$ cat src/hw/rtl/cerd_pkg.sv
// Package for the chatter energy ratio detector.
// Holds widths, ratio constants, register indexes and the sequencer state type.
// No dependencies.
`default_nettype none

package cerd_pkg;

   localparam int ENERGY_WIDTH        = 32;
   localparam int RATIO_WIDTH         = 17;
   localparam int CSR_INDEX_WIDTH     = 2;
   localparam int CSR_DATA_WIDTH      = 32;
   localparam int DELAY_DEPTH_DEFAULT = 8;

   // one quotient bit per step, quotient spans 0..65536
   localparam int DIV_STEPS = RATIO_WIDTH;
   localparam int CNT_WIDTH = $clog2(DIV_STEPS);

   localparam logic [RATIO_WIDTH-1:0] RATIO_HALF  = 17'd32768;
   localparam logic [RATIO_WIDTH-1:0] RATIO_TENTH = 17'd6554;
   localparam logic [RATIO_WIDTH-1:0] RATIO_ONE   = 17'd65536;

   localparam logic [CSR_INDEX_WIDTH-1:0] CSR_ENERGY_THRESHOLD = 2'd0;
   localparam logic [CSR_INDEX_WIDTH-1:0] CSR_RATIO_LIMIT      = 2'd1;

   typedef enum logic [1:0] {
      ST_IDLE,
      ST_LOAD,
      ST_DIV,
      ST_FINISH
   } state_type;

endpackage

`default_nettype wire

$ cat src/hw/rtl/chatter_energy_ratio_detector.sv
// Chatter energy ratio detector: delay line memory, restoring divider, decision.
// Depends on cerd_pkg.
// From input transfer to result valid the sequencer runs divider setup, 17
// divider steps of one quotient bit each, and the decision; the memory read rides
// the transfer edge. One item is handled at a time, paced by the bit-serial
// divider; a new one waits longer while a finished result waits for the result
// register to free up. A new item is taken as soon as the sequencer is idle,
// even while a result waits.
// Reset clears control state and config; datapath registers and the memory are
// not swept: entries not yet written since reset read as zero via a wrap flag.
`default_nettype none

module chatter_energy_ratio_detector #(
   parameter int DELAY_DEPTH = cerd_pkg::DELAY_DEPTH_DEFAULT
) (
   input  wire logic                                 clock,
   input  wire logic                                 reset,
   input  wire logic                                 req_valid,
   output logic                                      req_ready,
   input  wire logic [cerd_pkg::ENERGY_WIDTH-1:0]    req_chatter_energy,
   input  wire logic [cerd_pkg::ENERGY_WIDTH-1:0]    req_periodic_energy,
   output logic                                      rsp_valid,
   input  wire logic                                 rsp_ready,
   output logic                                      rsp_detected,
   output logic [cerd_pkg::RATIO_WIDTH-1:0]          rsp_energy_ratio,
   input  wire logic                                 csr_valid,
   output logic                                      csr_ready,
   input  wire logic [cerd_pkg::CSR_INDEX_WIDTH-1:0] csr_index,
   input  wire logic [cerd_pkg::CSR_DATA_WIDTH-1:0]  csr_wdata
);

   localparam int EW    = cerd_pkg::ENERGY_WIDTH;
   localparam int RW    = cerd_pkg::RATIO_WIDTH;
   localparam int PTR_W = (DELAY_DEPTH > 1) ? $clog2(DELAY_DEPTH) : 1;
   localparam logic [PTR_W-1:0] PTR_LAST = PTR_W'(DELAY_DEPTH - 1);

   cerd_pkg::state_type state_ff, state_in;

   logic [EW-1:0] energy_threshold_ff;
   logic [RW-1:0] ratio_limit_ff;

   logic [EW-1:0] delay_mem [DELAY_DEPTH];
   logic [EW-1:0] mem_rdata_ff;
   logic [PTR_W-1:0] wptr_ff;
   logic             wrapped_ff;
   logic             old_valid_ff;

   logic [EW-1:0] chat_ff;
   logic [EW-1:0] per_ff;
   logic [EW:0]   divisor_ff;
   logic [EW:0]   rem_ff;
   logic [RW-1:0] nbits_ff;
   logic [RW-1:0] quot_ff;
   logic [cerd_pkg::CNT_WIDTH-1:0] cnt_ff;
   logic          zero_ff;
   logic          prev_flag_ff;

   logic          rsp_valid_ff;
   logic          rsp_detected_ff;
   logic [RW-1:0] rsp_ratio_ff;

   logic          req_xfer;
   logic          out_free;
   logic          div_last;
   logic [EW-1:0] oldest;
   logic [EW+1:0] rem_sh;
   logic [EW+2:0] trial;
   logic [RW-1:0] ratio;
   logic          flag;

   // ---------------- next state ----------------
   always_comb begin
      state_in = state_ff;
      case (state_ff)
         cerd_pkg::ST_IDLE:   if (req_xfer) state_in = cerd_pkg::ST_LOAD;
         cerd_pkg::ST_LOAD:   state_in = cerd_pkg::ST_DIV;
         cerd_pkg::ST_DIV:    if (div_last) state_in = cerd_pkg::ST_FINISH;
         cerd_pkg::ST_FINISH: if (out_free) state_in = cerd_pkg::ST_IDLE;
         default:             state_in = cerd_pkg::ST_IDLE;
      endcase
   end

   // ---------------- outputs ----------------
   always_comb begin
      req_ready        = (state_ff == cerd_pkg::ST_IDLE);
      csr_ready        = 1'b1;
      rsp_valid        = rsp_valid_ff;
      rsp_detected     = rsp_detected_ff;
      rsp_energy_ratio = rsp_ratio_ff;
   end

   // ---------------- datapath logic ----------------
   always_comb begin
      req_xfer = req_valid && req_ready;
      out_free = !rsp_valid_ff || rsp_ready;
      div_last = (cnt_ff == cerd_pkg::CNT_WIDTH'(cerd_pkg::DIV_STEPS - 1));
      oldest   = old_valid_ff ? mem_rdata_ff : '0;

      rem_sh = {rem_ff, nbits_ff[RW-1]};
      trial  = {1'b0, rem_sh} - {2'b00, divisor_ff};

      ratio = zero_ff ? '0 : quot_ff;
      if (!prev_flag_ff && ratio > cerd_pkg::RATIO_HALF) begin
         flag = 1'b0;   // entry rule: a strong ratio blocks a new detection
      end else if (prev_flag_ff && ratio > cerd_pkg::RATIO_TENTH) begin
         flag = 1'b1;
      end else if (ratio > ratio_limit_ff && per_ff > energy_threshold_ff) begin
         flag = 1'b1;
      end else begin
         flag = 1'b0;
      end
   end

   // ---------------- delay line memory ----------------
   // Circular buffer: entry at wptr is the oldest; read first, then overwrite.
   always_ff @(posedge clock) begin
      if (req_xfer) begin
         mem_rdata_ff       <= delay_mem[wptr_ff];
         delay_mem[wptr_ff] <= req_periodic_energy;
      end
   end

   always_ff @(posedge clock) begin
      if (reset) begin
         wptr_ff    <= '0;
         wrapped_ff <= 1'b0;
      end else if (req_xfer) begin
         if (wptr_ff == PTR_LAST) begin
            wptr_ff    <= '0;
            wrapped_ff <= 1'b1;
         end else begin
            wptr_ff <= wptr_ff + 1'b1;
         end
      end
   end

   // ---------------- sequencer and divider ----------------
   always_ff @(posedge clock) begin
      if (reset) begin
         state_ff <= cerd_pkg::ST_IDLE;
      end else begin
         state_ff <= state_in;
      end
   end

   always_ff @(posedge clock) begin
      case (state_ff)
         cerd_pkg::ST_IDLE: begin
            if (req_xfer) begin
               chat_ff      <= req_chatter_energy;
               per_ff       <= req_periodic_energy;
               old_valid_ff <= wrapped_ff;
            end
         end
         cerd_pkg::ST_LOAD: begin
            divisor_ff <= {1'b0, chat_ff} + {1'b0, oldest};
            zero_ff    <= (chat_ff == '0) && (oldest == '0);
            // quotient fits in 17 bits, so start with the top dividend bits
            rem_ff     <= {2'b00, chat_ff[EW-1:1]};
            nbits_ff   <= {chat_ff[0], {(RW-1){1'b0}}};
            quot_ff    <= '0;
            cnt_ff     <= '0;
         end
         cerd_pkg::ST_DIV: begin
            if (!trial[EW+2]) begin
               rem_ff <= trial[EW:0];
            end else begin
               rem_ff <= rem_sh[EW:0];
            end
            quot_ff  <= {quot_ff[RW-2:0], !trial[EW+2]};
            nbits_ff <= {nbits_ff[RW-2:0], 1'b0};
            cnt_ff   <= cnt_ff + 1'b1;
         end
         default: begin
         end
      endcase
   end

   // ---------------- result register and flag ----------------
   always_ff @(posedge clock) begin
      if (reset) begin
         rsp_valid_ff <= 1'b0;
         prev_flag_ff <= 1'b0;
      end else if (state_ff == cerd_pkg::ST_FINISH && out_free) begin
         rsp_valid_ff <= 1'b1;
         prev_flag_ff <= flag;
      end else if (rsp_ready) begin
         rsp_valid_ff <= 1'b0;
      end
   end

   always_ff @(posedge clock) begin
      if (state_ff == cerd_pkg::ST_FINISH && out_free) begin
         rsp_detected_ff <= flag;
         rsp_ratio_ff    <= ratio;
      end
   end

   // ---------------- configuration ----------------
   always_ff @(posedge clock) begin
      if (reset) begin
         energy_threshold_ff <= '0;
         ratio_limit_ff      <= '0;
      end else if (csr_valid && csr_ready) begin
         case (csr_index)
            cerd_pkg::CSR_ENERGY_THRESHOLD: energy_threshold_ff <= csr_wdata;
            cerd_pkg::CSR_RATIO_LIMIT:      ratio_limit_ff <= csr_wdata[RW-1:0];
            default: begin
            end
         endcase
      end
   end

   // ---------------- assertions ----------------
   a_rsp_from_finish: assert property (@(posedge clock) disable iff (reset)
      $rose(rsp_valid) |-> $past(state_ff == cerd_pkg::ST_FINISH))
      else $error("result appeared without a finished division");

   a_ratio_range: assert property (@(posedge clock) disable iff (reset)
      rsp_valid |-> (rsp_energy_ratio <= cerd_pkg::RATIO_ONE))
      else $error("energy ratio above one");

   a_div_bound: assert property (@(posedge clock) disable iff (reset)
      (state_ff == cerd_pkg::ST_DIV) |->
         (cnt_ff < cerd_pkg::CNT_WIDTH'(cerd_pkg::DIV_STEPS)))
      else $error("divider step count overran");

   a_load_after_xfer: assert property (@(posedge clock) disable iff (reset)
      req_xfer |=> (state_ff == cerd_pkg::ST_LOAD))
      else $error("input transfer did not start a division");

endmodule

`default_nettype wire
$ cat config.mk
export PLATFORM = sky130hd
export DESIGN_NAME = chatter_energy_ratio_detector
export DESIGN_NICKNAME = d
export VERILOG_FILES = /design/src/hw/rtl/cerd_pkg.sv /design/src/hw/rtl/chatter_energy_ratio_detector.sv
export SDC_FILE = /design/constraint.sdc
export NUM_CORES = 1
export LEC_CHECK = 0
export BUFFER_PORTS_ARGS = -buffer_cell sky130_fd_sc_hd__clkbuf_2
export CAP_MARGIN = 0
export CORE_UTILIZATION = 50
export DETAILED_ROUTE_END_ITERATION = 8
export PLACE_DENSITY = 0.67
export SYNTH_ARGS = -nofsm -noshare
export SYNTH_HDL_FRONTEND = slang
export SYNTH_SLANG_ARGS = --single-unit
$ cat constraint.sdc
create_clock -name clock -period 13.65 [get_ports clock]
set_clock_uncertainty 0.15 [all_clocks]
set_input_delay 0.6825 -clock clock [delete_from_list [all_inputs] [get_ports clock]]
set_output_delay 0.6825 -clock clock [all_outputs]
set_load 0.02 [all_outputs]
==> flow_summary.ini <==
[routing]
average_via_count_per_standard_cell = 5.79
wire_length_per_cell_after_detailed_routing_um = 21.1
drtPass1Iterations = 5
wirelength_um = 55000
detailroute.via_count = 15066
ant_nets = 0
post_detailed_route_drc_marker_count = 0
drt-initial-drc-count = 1444

[logic_synthesis]
synth_top_flop_cell = edfxtp_1
synth.ff_latch_count = 518
synth_area_leader_cell = edfxtp_1
synthTopCellsByArea = edfxtp_1, ha_1, mux4_2, dfxtp_1, a21oi_1
synthDistinctLibCells = 76
synth_top_area_share_pct = 57.0
syn-cell-area_sq_um = 24300
synth_enable_flop_cells = 461
synthesis.nets = 2046
synth-warning-count = 0
yosysSeqAreaShare_pct = 61.7
async_reset_ff_share_pct = 0
postSynthAreaPerCell_sq_um = 13.3
syn_inst = 1820

[sta]
grt_setup_unrepaired = no
final_hold_viol_count = 0
final.setup.worst_slack_ns = 9.88
finalSetupViolations = 0
fin_crit_sh_pct = 27.7
layout_min_cycle_time_ns = 3.77
final-max-slew-violation-count = 0
finalSetupTns_ns = 0
tightestPinTransition_ns = 1.16
achievable-frequency_ghz = 0.265
max-slew-margin-rel_pct = 22.6

[floorplan]
chipWidth_um = 222
top_level_ports = 124
die_y_um = 222
floorplan.die_area_sq_um = 49500
core_area_sq_um = 47800
core.rowCount = 80
start_util_pct = 50.8

[final_layout]
syn_to_final_growth_pct = 12.7
fillers = 3766
fraction_of_layout_instances_using_a_drive_strength_above_1_pct = 17.8
finish.cell_count_without_fillers = 2601
post_layout_nets = 2166

[critical_path]
critical_path_required_ns = 13.84
worstSetupStartpointType = flop
crit_fanout = 32
worst_r2r_startpoint = old_valid_ff$_DFFE_PP_
timing_worst_setup_path_type = flop to flop
setup.worst_path.end_class = flop
origin_of_the_worst_setup_path = old_valid_ff$_DFFE_PP_
critPathArrivalTime_ns = 3.96

[clocking]
clk_path_buf_depth = 3
clock-sinks = 518
worst_setup_hold_path_clk_slew_ns = 0.06
cts.repair_timing.setup_buffer_count = 0
cts-buffers-inserted = 54
cts.repair.resized = 0
cts_htree_levels = 2
post_cts_hold_buffer_count = 0
cts-root-buf = clkbuf_16
clkLatencyLatePin_ns = 0.62
tritoncts = yes

[place]
pre_cts_slack_ns = 9.88
port_buffers = 122
gp_congestion = 0.908
detailedPlacementHpwl_um = 37800
cell_count_post_placement = 2499

[grt]
initial_antenna_violation_count = 3
first_global_vias = 14890
gr-total-overflow = 0
grt_max_degree = 93
grt_first_pass_wirelength_um = 84800
gr-usage-all-layers_pct = 22.3

[power]
pleak_uw = 0.00982
power_per_cell_area_nw_per_um2 = 224
vdd_drop_max_mv = 0.110

[hold_path]
hold_path.class = input pin to flop
hold_path_startpoint = req_chatter_energy[0]

[job]
number_of_max_capacitance_violations_reported = 0

[outcome]
status = finished, final reports clean
## worst paths after layout
check / to / slack [ns] / cells past startpoint
max: divisor_ff[30]$_DFFE_PN_ / 9.88 / 11
max reg2reg: divisor_ff[30]$_DFFE_PN_ / 9.88 / 11
min: chat_ff[0]$_DFFE_PP_ / 0.12 / 1
min reg2reg: old_valid_ff$_DFFE_PP_ / 0.30 / 0
## synth_stat cells, types with 17 or more instances
cell	n
xnor2_1	37
edfxtp_1	461
nor3_1	18
inv_1	114
o21ai_0	48
nand4_1	27
mux4_2	64
a31oi_1	28
nor4_1	20
xor2_1	17
o21ai_1	23
and2_1	56
a21oi_1	116
a211oi_1	19
ha_1	121
nor2b_1	37
nor2_1	76
nand3_1	41
dfxtp_1	57
mux2_2	32
clkbuf_1	59
nand2_1	145
a21o_1	41
## cell usage in the layout (no fill, tap or decap), types with 8 or more instances in the layout
cell type	n
clkinv_2	11
nor2b_1	37
nor4_1	19
mux2_2	32
a31oi_1	28
or3_1	8
a21oi_1	116
and2_1	56
o21bai_1	11
and3_1	11
clkbuf_2	125
nand2b_1	10
a211oi_1	19
o21a_1	11
nor3_1	14
nor2_1	73
xor2_1	17
nand2_1	145
xnor2_1	37
clkbuf_16	56
inv_1	113
dfxtp_1	54
clkbuf_1	10
nand4_1	27
nand3_1	41
o21ai_1	22
o211ai_1	15
o21ai_0	48
mux4_2	64
buf_4	19
edfxtp_1	461
a21o_1	41
ha_1	119
## where the power goes
| part | total [uW] | switching (uW) | internal (uW) |
|---|---|---|---|
| Combinational | 2310 | 1400 | 909 |
| Clock | 1470 | 618 | 853 |
| Sequential | 2340 | 176 | 2160 |
## critical path: stages, from the launching register on
cell and delay, ns:
edfxtp_1 0.69, and2_1 0.29, ha_1 0.23, fa_1 0.43, a211oi_1 0.34, o21ai_0 0.21, nand4_1 0.18, nand4_1 0.15
a41oi_2 0.30, o21ai_1 0.19, a41oi_1 0.28, xnor2_1 0.08
## logic make-up (layout without fill, tap and decap cells)
logic type | after synthesis | count (layout) | share of synthesized area (%)
AO/OA/AOI/OAI | 360 | 360 | 9.44
AND/OR/NAND/NOR | 475 | 475 | 9.90
adder cells (fa/ha/maj) | 123 | 123 | 6.40
buffers and inverters | 191 | 356 | 3.09
multiplexers | 98 | 98 | 7.50
XOR/XNOR | 54 | 54 | 1.95
flip-flops | 518 | 518 | 61.7
other | 1 | 2 | 0.0154
## state kept, by name, indices dropped and copies added (netlist names), 2 cells and up
register / flops
chat_ff: 32
cnt_ff: 5
delay_mem: 256
divisor_ff: 33
energy_threshold_ff: 32
mem_rdata_ff: 32
per_ff: 32
quot_ff: 17
ratio_limit_ff: 17
rem_ff: 33
rsp_energy_ratio: 17
state_ff: 2
wptr_ff: 3
## per-stage QoR
stage	instance area [sq um]	hold WS (ns)	power, uW	utilization (%)
3_5_place_dp	25600	0.289	4650	53.4
3_3_place_gp	25600	0.289	4610	53.4
2_1_floorplan	24300	0.259	4030	-
6_report	27400	0.118	6120	57.2
4_1_cts	27400	0.0861	6130	57.2
5_1_grt	27400	0.102	6470	57.2
## routing by layer
metal | up-vias | share of wire (%) | GRT usage [%] | routed length (um)
li1 | 7118 | - | - | -
met1 | 7451 | 43 | 30.4 | 23800
met2 | 406 | 49 | 37.1 | 26800
met3 | 87 | 5.5 | 3.46 | 3010
met4 | 4 | 2.5 | 6.87 | 1350
met5 | - | 0.049 | 0 | 27
## cell type report
cell class	instances	area, sq um	area share (%)
Clock buffer	72	1500	5.46
Sequential cell	518	15000	54.8
Antenna cell	1	2.50	0.00914
Tap cell	615	769	2.81
Inverter	114	430	1.57
Multi-Input combinational cell	1111	8610	31.5
Timing Repair Buffer	141	753	2.75
Clock inverter	29	312	1.14
(Power assumes the default switching activity.)
